`config.mk`:
```
export PLATFORM = sky130hd
export DESIGN_NAME = dual_rocker_gesture_decoder
export DESIGN_NICKNAME = d
export VERILOG_FILES = /design/src/rtl/drg_pkg.sv /design/src/rtl/drg_core.sv /design/src/rtl/dual_rocker_gesture_decoder.sv
export SDC_FILE = /design/constraint.sdc
export NUM_CORES = 1
export LEC_CHECK = 0
export ABC_AREA = 1
export BUFFER_PORTS_ARGS = -buffer_cell sky130_fd_sc_hd__buf_2
export CAP_MARGIN = 20
export CORE_ASPECT_RATIO = 0.8
export CORE_MARGIN = 4
export CORE_UTILIZATION = 40
export CTS_CLUSTER_DIAMETER = 60
export DETAILED_ROUTE_END_ITERATION = 16
export GPL_TIMING_DRIVEN = 0
export PLACE_DENSITY_LB_ADDON = 0.15
export SETUP_SLACK_MARGIN = 0.2
export SYNTH_ARGS = -nofsm -noshare
export SYNTH_HDL_FRONTEND = slang
export SYNTH_HIERARCHICAL = 1
export SYNTH_SLANG_ARGS = --single-unit
export TNS_END_PERCENT = 50
```
`constraint.sdc`:
```
create_clock -name clk -period 5.2 [get_ports clk]
set_input_delay 0.26 -clock clk [delete_from_list [all_inputs] [get_ports clk]]
set_output_delay 0.26 -clock clk [all_outputs]
set_load 0.005 [all_outputs]
```
`src/rtl/drg_pkg.sv`:
```
package drg_pkg;

    localparam int unsigned LimitWidth = 16;
    localparam logic [LimitWidth-1:0] LimitReset = 16'd500;
    localparam logic [LimitWidth-1:0] TicksMax = 16'hFFFF;

    typedef enum logic [1:0]
    {
        SIDE_NONE = 2'd0,
        SIDE_UP   = 2'd1,
        SIDE_DOWN = 2'd2
    } side_t;

    typedef enum logic [1:0]
    {
        OP_PRESS   = 2'd0,
        OP_RELEASE = 2'd1,
        OP_TICK    = 2'd2,
        OP_NONE    = 2'd3
    } op_t;

    typedef enum logic [1:0]
    {
        BTN_LEFT_UP    = 2'd0,
        BTN_LEFT_DOWN  = 2'd1,
        BTN_RIGHT_UP   = 2'd2,
        BTN_RIGHT_DOWN = 2'd3
    } button_t;

    typedef enum logic [2:0]
    {
        G_BOTH_UP    = 3'd0,
        G_BOTH_DOWN  = 3'd1,
        G_LDOWN_RUP  = 3'd2,
        G_LUP_RDOWN  = 3'd3,
        G_LEFT_UP    = 3'd4,
        G_LEFT_DOWN  = 3'd5,
        G_RIGHT_UP   = 3'd6,
        G_RIGHT_DOWN = 3'd7
    } gesture_t;

    typedef struct packed
    {
        side_t                 left_side;
        side_t                 right_side;
        logic                  timer_running;
        logic [LimitWidth-1:0] held_ticks;
    } rocker_state_t;

    typedef struct packed
    {
        logic     valid;
        gesture_t gesture;
        logic     is_long;
    } result_t;

endpackage

```
`src/rtl/drg_core.sv`:
```
module drg_core
(
    input  drg_pkg::rocker_state_t          cur,
    input  drg_pkg::op_t                    op,
    input  drg_pkg::button_t                button,
    input  logic [drg_pkg::LimitWidth-1:0]  limit,
    output drg_pkg::rocker_state_t          nxt,
    output drg_pkg::result_t                res
);

    logic                           finish;
    logic                           finish_long;
    logic [drg_pkg::LimitWidth-1:0] ticks_inc;
    drg_pkg::gesture_t              gesture;
    logic                           any_side;

    always_comb
    begin
        if ((cur.left_side != drg_pkg::SIDE_NONE) && (cur.right_side != drg_pkg::SIDE_NONE))
        begin
            if ((cur.left_side == drg_pkg::SIDE_UP) && (cur.right_side == drg_pkg::SIDE_UP))
                gesture = drg_pkg::G_BOTH_UP;
            else if ((cur.left_side == drg_pkg::SIDE_DOWN)
                     && (cur.right_side == drg_pkg::SIDE_DOWN))
                gesture = drg_pkg::G_BOTH_DOWN;
            else if (cur.left_side == drg_pkg::SIDE_DOWN)
                gesture = drg_pkg::G_LDOWN_RUP;
            else
                gesture = drg_pkg::G_LUP_RDOWN;
        end
        else if (cur.left_side != drg_pkg::SIDE_NONE)
        begin
            gesture = (cur.left_side == drg_pkg::SIDE_UP) ? drg_pkg::G_LEFT_UP
                                                          : drg_pkg::G_LEFT_DOWN;
        end
        else
        begin
            gesture = (cur.right_side == drg_pkg::SIDE_UP) ? drg_pkg::G_RIGHT_UP
                                                           : drg_pkg::G_RIGHT_DOWN;
        end
    end

    assign any_side = (cur.left_side != drg_pkg::SIDE_NONE)
                   || (cur.right_side != drg_pkg::SIDE_NONE);

    // saturating tick count
    assign ticks_inc = (cur.held_ticks < drg_pkg::TicksMax) ? cur.held_ticks + 1'b1
                                                            : cur.held_ticks;

    always_comb
    begin
        nxt         = cur;
        finish      = 1'b0;
        finish_long = 1'b0;
        case (op)
            drg_pkg::OP_PRESS:
            begin
                if (!any_side)
                begin
                    nxt.held_ticks    = '0;
                    nxt.timer_running = 1'b1;
                end
                case (button)
                    drg_pkg::BTN_LEFT_UP:    nxt.left_side  = drg_pkg::SIDE_UP;
                    drg_pkg::BTN_LEFT_DOWN:  nxt.left_side  = drg_pkg::SIDE_DOWN;
                    drg_pkg::BTN_RIGHT_UP:   nxt.right_side = drg_pkg::SIDE_UP;
                    default:                 nxt.right_side = drg_pkg::SIDE_DOWN;
                endcase
            end
            drg_pkg::OP_RELEASE:
            begin
                finish = cur.timer_running;
            end
            drg_pkg::OP_TICK:
            begin
                if (cur.timer_running)
                begin
                    nxt.held_ticks = ticks_inc;
                    if (ticks_inc >= limit)
                    begin
                        finish      = 1'b1;
                        finish_long = 1'b1;
                    end
                end
            end
            default:
            begin
                nxt = cur;
            end
        endcase
        if (finish)
        begin
            nxt.left_side     = drg_pkg::SIDE_NONE;
            nxt.right_side    = drg_pkg::SIDE_NONE;
            nxt.timer_running = 1'b0;
        end
    end

    assign res.valid   = finish && any_side;
    assign res.gesture = gesture;
    assign res.is_long = finish_long;

endmodule

```
`src/rtl/dual_rocker_gesture_decoder.sv`:
```
// Gesture decoder for a double rocker switch. Each input word is a press, a release
// or a one-millisecond tick; a release before long_press_ticks ticks gives a short
// gesture, reaching the limit while held gives a long one. The combinational update
// logic takes one word each cycle unless an untaken gesture holds the result register;
// a gesture appears on the master side in the cycle after the word that ends it and
// waits in the result register, which lets the next word in as it is taken. The user
// must write long_press_ticks on the cfg channel while the block is idle, unenforced.
module dual_rocker_gesture_decoder
(
    input  logic        clk,
    input  logic        rst_n,
    input  logic        s_tvalid,
    output logic        s_tready,
    input  logic [7:0]  s_tdata,   // button[1:0], zero fill
    input  logic [1:0]  s_tuser,   // op[1:0]
    output logic        m_tvalid,
    input  logic        m_tready,
    output logic [7:0]  m_tdata,   // gesture[2:0], zero fill
    output logic        m_tuser,   // is_long
    input  logic        cfg_valid,
    output logic        cfg_ready,
    input  logic [15:0] cfg_data   // long_press_ticks
);

    drg_pkg::rocker_state_t         state_reg;
    drg_pkg::rocker_state_t         state_next;
    drg_pkg::result_t               res;
    logic [drg_pkg::LimitWidth-1:0] limit_reg;
    logic                           out_valid_reg;
    drg_pkg::gesture_t              gesture_reg;
    logic                           is_long_reg;
    logic                           s_accept;
    drg_pkg::op_t                   op;
    drg_pkg::button_t               button;

    assign s_tready  = !out_valid_reg || m_tready;
    assign s_accept  = s_tvalid && s_tready;
    assign cfg_ready = 1'b1;
    assign op        = drg_pkg::op_t'(s_tuser);
    assign button    = drg_pkg::button_t'(s_tdata[1:0]);

    drg_core u_core
    (
        .cur    (state_reg),
        .op     (op),
        .button (button),
        .limit  (limit_reg),
        .nxt    (state_next),
        .res    (res)
    );

    always_ff @(posedge clk or negedge rst_n)
    begin
        if (!rst_n)
        begin
            state_reg.left_side     <= drg_pkg::SIDE_NONE;
            state_reg.right_side    <= drg_pkg::SIDE_NONE;
            state_reg.timer_running <= 1'b0;
            state_reg.held_ticks    <= '0;
            limit_reg               <= drg_pkg::LimitReset;
            out_valid_reg           <= 1'b0;
        end
        else
        begin
            if (cfg_valid && cfg_ready)
                limit_reg <= cfg_data;
            if (s_accept)
            begin
                state_reg     <= state_next;
                out_valid_reg <= res.valid;
            end
            else if (m_tready)
            begin
                out_valid_reg <= 1'b0;
            end
        end
    end

    always_ff @(posedge clk)
    begin
        if (s_accept && res.valid)
        begin
            gesture_reg <= res.gesture;
            is_long_reg <= res.is_long;
        end
    end

    assign m_tvalid = out_valid_reg;
    assign m_tdata  = {5'b0, gesture_reg};
    assign m_tuser  = is_long_reg;

`ifndef ASSERT_OFF
    a_idle_sides: assert property (@(posedge clk) disable iff (!rst_n)
        !state_reg.timer_running |->
            (state_reg.left_side == drg_pkg::SIDE_NONE)
            && (state_reg.right_side == drg_pkg::SIDE_NONE))
        else $error("sides set while timer stopped");

    a_press_silent: assert property (@(posedge clk) disable iff (!rst_n)
        (s_accept && (op == drg_pkg::OP_PRESS)) |=> !m_tvalid)
        else $error("press produced a gesture");

    a_stray_release: assert property (@(posedge clk) disable iff (!rst_n)
        (s_accept && (op == drg_pkg::OP_RELEASE) && !state_reg.timer_running)
            |=> !m_tvalid)
        else $error("release without timer produced a gesture");

    a_clear_on_result: assert property (@(posedge clk) disable iff (!rst_n)
        (s_accept && res.valid) |=> !state_reg.timer_running)
        else $error("timer still running after gesture");
`endif

endmodule
```
Word-level counts from Yosys, hierarchy flattened
Cells that the tools add are included.
{"block": "op_classes", "reduce_logical": 22, "n_addsub": 1, "n_lt_le_gt_ge": 2, "eq_ne": 12, "mux": 20}
{"cell": "$mux W16", "n": 2}
{"cell": "$pmux W16 S2", "n": 1}
{"cell": "$mux W17", "n": 1}
{"cell": "$add A16 B1 Y16 const B", "n": 1}
{"cell": "$ge A16 B16 Y1", "n": 1}
{"cell": "$lt A16 B16 Y1 const B", "n": 1}
{"cell": "$mux W3", "n": 4}
{"cell": "$mux W5", "n": 2}
{"cell": "$reduce_bool A2 Y1", "n": 5}
{"cell": "$reduce_and A3 Y1", "n": 3}
{"cell": "$eq A2 B1 Y1 const B", "n": 4}
{"cell": "$eq A2 B2 Y1 const B", "n": 4}
{"cell": "$pmux W2 S2", "n": 2}
{"cell": "$mux W1", "n": 7}
{"cell": "$logic_and A1 B1 Y1", "n": 6}
{"cell": "$logic_not A2 Y1", "n": 2}
{"cell": "$ne A2 B1 Y1 const B", "n": 2}
{"cell": "$ne A2 B2 Y1 const B", "n": 2}
{"cell": "$reduce_and A4 Y1", "n": 1}
{"cell": "$reduce_bool A3 Y1", "n": 1}
{"cell": "$logic_or A1 B1 Y1", "n": 2}
{"cell": "$pmux W1 S2", "n": 1}
{"cell": "$reduce_or A2 Y1", "n": 1}
{"cell": "$logic_not A1 Y1", "n": 1}
{"block": "totals", "wordCells": 65, "inputBits": 31, "out_inout_bits": 12, "reg_bits": 42}

Logic depth before layout (Yosys ltp)
{"block": "logic_depth", "ltp_word": 8, "depth_mapped": 24, "mapped_depth_nobuf": 24}

By module
Netlist, hierarchy kept.
{"module": "dual_rocker_gesture_decoder", "instances": 1, "cells_each": 177, "area_per_inst_um2": 1676.6, "seq_area_each_um2": 1078.5}
{"module": "drg_core", "instances": 1, "cells_each": 286, "area_per_inst_um2": 1562.7, "seq_area_each_um2": 0.0}

Worst setup path before layout
OpenSTA, ideal clock, no wires.
{"block": "synth_timing", "path_type": "reg2reg", "start": "register state_reg[0] in the netlist's numbering", "end": "register gesture_reg[0] (enable)", "setup_slack_ns": 2.314, "arrival_time_ns": 2.557, "stages_incl_launch_ff": 24, "required_time_ns": 4.871, "path_buffers": 0, "setup_ns": 0.329, "synth_period_minus_slack_ns": 2.886, "cell_sequence": "dfrtp_1 ha_1 nand2_2 nor2_4 nand2_1 nor2_4 nand2_4 o21ai_1 inv_1 ha_1 nand2_1 nand2_1 nand2_1 nand2_1 nand2_1 nand2_1 nand2_1 nand2_1 nand2_1 nand2_1 nand2_1 nor2_1 inv_1 nor2_1"}
{"item": "start: declaration", "line": "dual_rocker_gesture_decoder.sv:25", "text": "drg_pkg::rocker_state_t state_reg;"}
{"item": "start signal: assignment", "line": "dual_rocker_gesture_decoder.sv:69", "text": "state_reg <= state_next;"}
{"item": "end signal: assignment", "line": "dual_rocker_gesture_decoder.sv:83", "text": "gesture_reg <= res.gesture;"}
{"item": "end: declaration", "line": "dual_rocker_gesture_decoder.sv:30", "text": "drg_pkg::gesture_t gesture_reg;"}

==> flow_results.xml <==
<?xml version="1.0" encoding="UTF-8"?>
<metrics>
  <group name="global_routing">
    <metric name="vias_in_the_first_global_route" unit="">2869</metric>
    <metric name="met1_usage" unit="">0.2700</metric>
    <metric name="grt_use_met3" unit="">0.02918</metric>
    <metric name="largest_net_degree_at_the_start_of_global_routing" unit="">39</metric>
    <metric name="initial_antenna_violation_count" unit="">0</metric>
    <metric name="grt_busiest_layer" unit="">met1</metric>
    <metric name="grtUsageTotal" unit="">0.1797</metric>
    <metric name="grt_first_pass_wirelength" unit="µm">13650</metric>
    <metric name="grt.met2_usage" unit="">0.2675</metric>
    <metric name="grt_overflow" unit="">0</metric>
  </group>
  <group name="timing">
    <metric name="period_minus_slack" unit="ns">3.524</metric>
    <metric name="max_freq" unit="MHz">283.7</metric>
    <metric name="final_number_of_max_transition_violations" unit="">0</metric>
    <metric name="timing.final.hold_violations" unit="">0</metric>
    <metric name="tns" unit="ns">0</metric>
    <metric name="worst_max_slew_pin_slew" unit="ns">0.8881</metric>
    <metric name="setup_viol_count_final" unit="">0</metric>
    <metric name="max-slew-margin-rel" unit="">0.4079</metric>
    <metric name="final_min_period_over_clock_period" unit="">0.6778</metric>
    <metric name="fin_hold_ws" unit="ns">0.07936</metric>
    <metric name="grt_setup_unrepaired" unit="">false</metric>
    <metric name="clock-skew-final" unit="ns">0.009014</metric>
  </group>
  <group name="yosys">
    <metric name="synth_compound_area_frac" unit="">0.1228</metric>
    <metric name="synth_edf_count" unit="">4</metric>
    <metric name="post_synth_xor_area_fraction" unit="">0.03206</metric>
    <metric name="yosys_warnings" unit="">6</metric>
    <metric name="synth.most_common_cell" unit="">sky130_fd_sc_hd__nand2_1</metric>
    <metric name="synth.ff_latch_count" unit="">42</metric>
    <metric name="netlist-cell-type-count" unit="">34</metric>
    <metric name="synth_top_cells_by_count" unit="">118 x sky130_fd_sc_hd__nand2_1, 78 x sky130_fd_sc_hd__inv_1, 43 x sky130_fd_sc_hd__nand3_1</metric>
    <metric name="ys.flop_type" unit="">sky130_fd_sc_hd__dfrtp_1</metric>
    <metric name="mappedNetlistArea" unit="µm²">3239</metric>
    <metric name="syn-instance-count" unit="">463</metric>
    <metric name="synth_area_leader_cell" unit="">sky130_fd_sc_hd__dfrtp_1</metric>
    <metric name="largest_family_of_logic_cells_by_synthesized_area" unit="">simple AND/OR/NAND/NOR gates</metric>
    <metric name="post_synth_and_or_nand_nor_area_fraction" unit="">0.2970</metric>
    <metric name="muxShareOfSynthArea" unit="">0</metric>
    <metric name="seq_area_frac_synth" unit="">0.3329</metric>
    <metric name="postSynth.asyncResetShare" unit="">0.9048</metric>
    <metric name="avgSynthCellArea" unit="µm²">6.996</metric>
    <metric name="post_synth_top_area_share" unit="">0.2472</metric>
    <metric name="yosys.area_share.adder" unit="">0.07725</metric>
    <metric name="synthTopCellsByArea" unit="">sky130_fd_sc_hd__dfrtp_1 25%, sky130_fd_sc_hd__nand2_1 14%, sky130_fd_sc_hd__inv_1 9.0%</metric>
  </group>
  <group name="clocking">
    <metric name="post_cts_repair_resize_count" unit="">0</metric>
    <metric name="clock_path_buffers" unit="">2</metric>
    <metric name="cts_buffers" unit="">5</metric>
    <metric name="cts_hold_repair.buffers" unit="">0</metric>
    <metric name="cts-root-buf" unit="">sky130_fd_sc_hd__clkbuf_8</metric>
    <metric name="worst_skew_pair_later_pin_latency" unit="ns">0.30</metric>
    <metric name="clkSlewWorstSetupHoldPaths" unit="ns">0.09</metric>
    <metric name="cts_h_tree_lvls" unit="">2</metric>
    <metric name="tritoncts_clock_tree" unit="">yes</metric>
    <metric name="post_cts.repair.setup_buffers" unit="">0</metric>
    <metric name="cts_num_sinks" unit="">42</metric>
  </group>
  <group name="worst_setup_path">
    <metric name="critPathTopFamily" unit="">simple AND/OR/NAND/NOR gates</metric>
    <metric name="required" unit="ns">5.18</metric>
    <metric name="crit-reg2reg-launch" unit="">state_reg[0]</metric>
    <metric name="cpMaxStageDelayCell" unit="">sky130_fd_sc_hd__dfrtp_1</metric>
    <metric name="worst_r2r_path_depth" unit="">23</metric>
    <metric name="cpMostUsedCell" unit="">sky130_fd_sc_hd__nand2_1</metric>
    <metric name="worstReg2RegEnd" unit="">gesture_reg[0]</metric>
    <metric name="crit_path_end_kind" unit="">flip-flop</metric>
    <metric name="cp_data_arrival_time" unit="ns">3.50</metric>
    <metric name="count_of_buffering_cells_on_the_critical_path_with_inverters_included" unit="">2</metric>
    <metric name="start_kind" unit="">flip-flop</metric>
    <metric name="crit_path_max_fanout" unit="">7</metric>
    <metric name="reg2reg_setup_slack" unit="ns">1.68</metric>
    <metric name="worst_setup_path_class" unit="">reg2reg</metric>
    <metric name="slowest_delay" unit="ns">0.47</metric>
    <metric name="critical_path.cell_chain" unit="">ha_1, nand2_2, nor2_4, nand2_1, nor2_4, nand2_4, o21ai_1, inv_1, ha_1, nand2_1, nand2_1, nand2_1, nand2_1, nand2_1, nand2_1, nand2_1, nand2_1, nand2_1, nand2_1, nand2_1, nor2_1, inv_1, nor2_1</metric>
  </group>
  <group name="floorplan">
    <metric name="floorplan.initialDensity" unit="">0.4095</metric>
    <metric name="ios" unit="">43</metric>
    <metric name="fp.dieW" unit="µm">108.6</metric>
    <metric name="fp.coreArea" unit="µm²">7910</metric>
    <metric name="die_area" unit="µm²">9611</metric>
    <metric name="fp.dieH" unit="µm">88.49</metric>
    <metric name="core.rowCount" unit="">29</metric>
  </group>
  <group name="placed_design">
    <metric name="dpl.hpwl" unit="µm">6122</metric>
    <metric name="placer_s_final_routability_congestion_estimate" unit="">0.8347</metric>
    <metric name="placement.io_buffers" unit="">30</metric>
    <metric name="placed_cells_incl_taps" unit="">605</metric>
  </group>
  <group name="drt">
    <metric name="num_vias" unit="">3020</metric>
    <metric name="via_per_inst" unit="">4.927</metric>
    <metric name="dr.first_iter.drc_count" unit="">184</metric>
    <metric name="routedWlPerCell" unit="µm">12.70</metric>
    <metric name="antenna_violating_nets_post_route" unit="">0</metric>
    <metric name="drc" unit="">0</metric>
    <metric name="postRouteWirelength" unit="µm">7785</metric>
    <metric name="drt_first_pass_iters" unit="">5</metric>
  </group>
  <group name="cells_and_area">
    <metric name="insertedDiodeCount" unit="">0</metric>
    <metric name="num-nets-final" unit="">555</metric>
    <metric name="flow.area_growth_from_synthesis" unit="%">12.67</metric>
    <metric name="fin_cells" unit="">613</metric>
    <metric name="largest_register_ffs" unit="">21</metric>
    <metric name="layout_cells_sized_above_1" unit="">0.1743</metric>
  </group>
  <group name="status">
    <metric name="status" unit="">complete, no violations</metric>
  </group>
  <group name="hold_path">
    <metric name="hold_path.class" unit="">in2async</metric>
  </group>
  <group name="run">
    <metric name="maxCapViolCount" unit="">0</metric>
  </group>
  <group name="pwr">
    <metric name="power_per_cell_area" unit="nW/µm²">394.3</metric>
    <metric name="irDropWorstVdd" unit="V">0.0001424</metric>
    <metric name="power.leakage" unit="µW">0.001952</metric>
  </group>
</metrics>
[layer usage]
| layer | up-vias | wire length [µm] |
|---|---|---|
| li1 | 1536 | - |
| met1 | 1398 | 3978 |
| met4 | 0 | 104 |
| met5 | - | 0 |
| met3 | 10 | 402 |
| met2 | 76 | 3299 |
[cell families after synthesis]
| group | Yosys count |
|---|---|
| adders and majority gates | 20 |
| buffers and inverters | 102 |
| and+or+nand+nor | 211 |
| AOI/OAI and AO/OA | 75 |
| DFF | 42 |
| xor gates and xnor gates | 11 |
| other | 2 |
[stage by stage]
stage / total power (µW) / setup WS, ns / cell area [µm²] / utilization
floorplan: 1001 / 2.314 / 3254 / -
global placement: 1162 / 1.714 / 3540 / 0.4475
detailed placement: 1176 / 1.722 / 3540 / 0.4475
CTS: 1449 / 1.699 / 3650 / 0.4614
global route: 1594 / 1.269 / 3650 / 0.4614
finish: 1439 / 1.676 / 3650 / 0.4614
[layout by cell type, fill, tap and decap left out, types with 6 or more instances in the layout]
| cell | n |
|---|---|
| sky130_fd_sc_hd__nor2_1 | 15 |
| sky130_fd_sc_hd__nand2_1 | 118 |
| sky130_fd_sc_hd__conb_1 | 6 |
| sky130_fd_sc_hd__ha_1 | 20 |
| sky130_fd_sc_hd__buf_4 | 10 |
| sky130_fd_sc_hd__nand2_2 | 12 |
| sky130_fd_sc_hd__a21oi_1 | 26 |
| sky130_fd_sc_hd__nand3_1 | 43 |
| sky130_fd_sc_hd__dfrtp_1 | 32 |
| sky130_fd_sc_hd__nor3_1 | 7 |
| sky130_fd_sc_hd__o21ai_1 | 12 |
| sky130_fd_sc_hd__dfstp_2 | 6 |
| sky130_fd_sc_hd__inv_1 | 78 |
| sky130_fd_sc_hd__buf_2 | 37 |
| sky130_fd_sc_hd__xor2_1 | 9 |
| sky130_fd_sc_hd__o21ai_0 | 29 |
[how the worst max path moves through the flow]
stage                                end         start  slack (ns)  cells past startpoint
after detailed placement  gesture_reg[0]  state_reg[0]        1.72                     23
after global routing      gesture_reg[0]  state_reg[0]        1.27                     23
final                     gesture_reg[0]  state_reg[0]        1.68                     23
after floorplan           gesture_reg[0]  state_reg[0]        2.31                     23
after CTS                 gesture_reg[1]  state_reg[0]        1.70                     23
after global placement    gesture_reg[0]  state_reg[0]        1.71                     23
[cell type report]
type / instances / area (µm²)
clock inverters: 2 / 37.54
multi-input cells: 323 / 1737
fillers: 847 / 4260
clock buffers: 6 / 72.57
repair buffers: 30 / 150.1
plain buffers: 23 / 142.6
well taps: 108 / 135.1
flip-flops and latches: 42 / 1079
inverters: 79 / 296.5
[power by group]
part	total (µW)	internal [µW]	leakage, µW	switching, µW
Combinational	650	249	0.00139	401
Sequential	524	413	0.000510	111
Clock	265	143	0.0000514	122
Note: power is estimated with default switching activity, not from simulation.
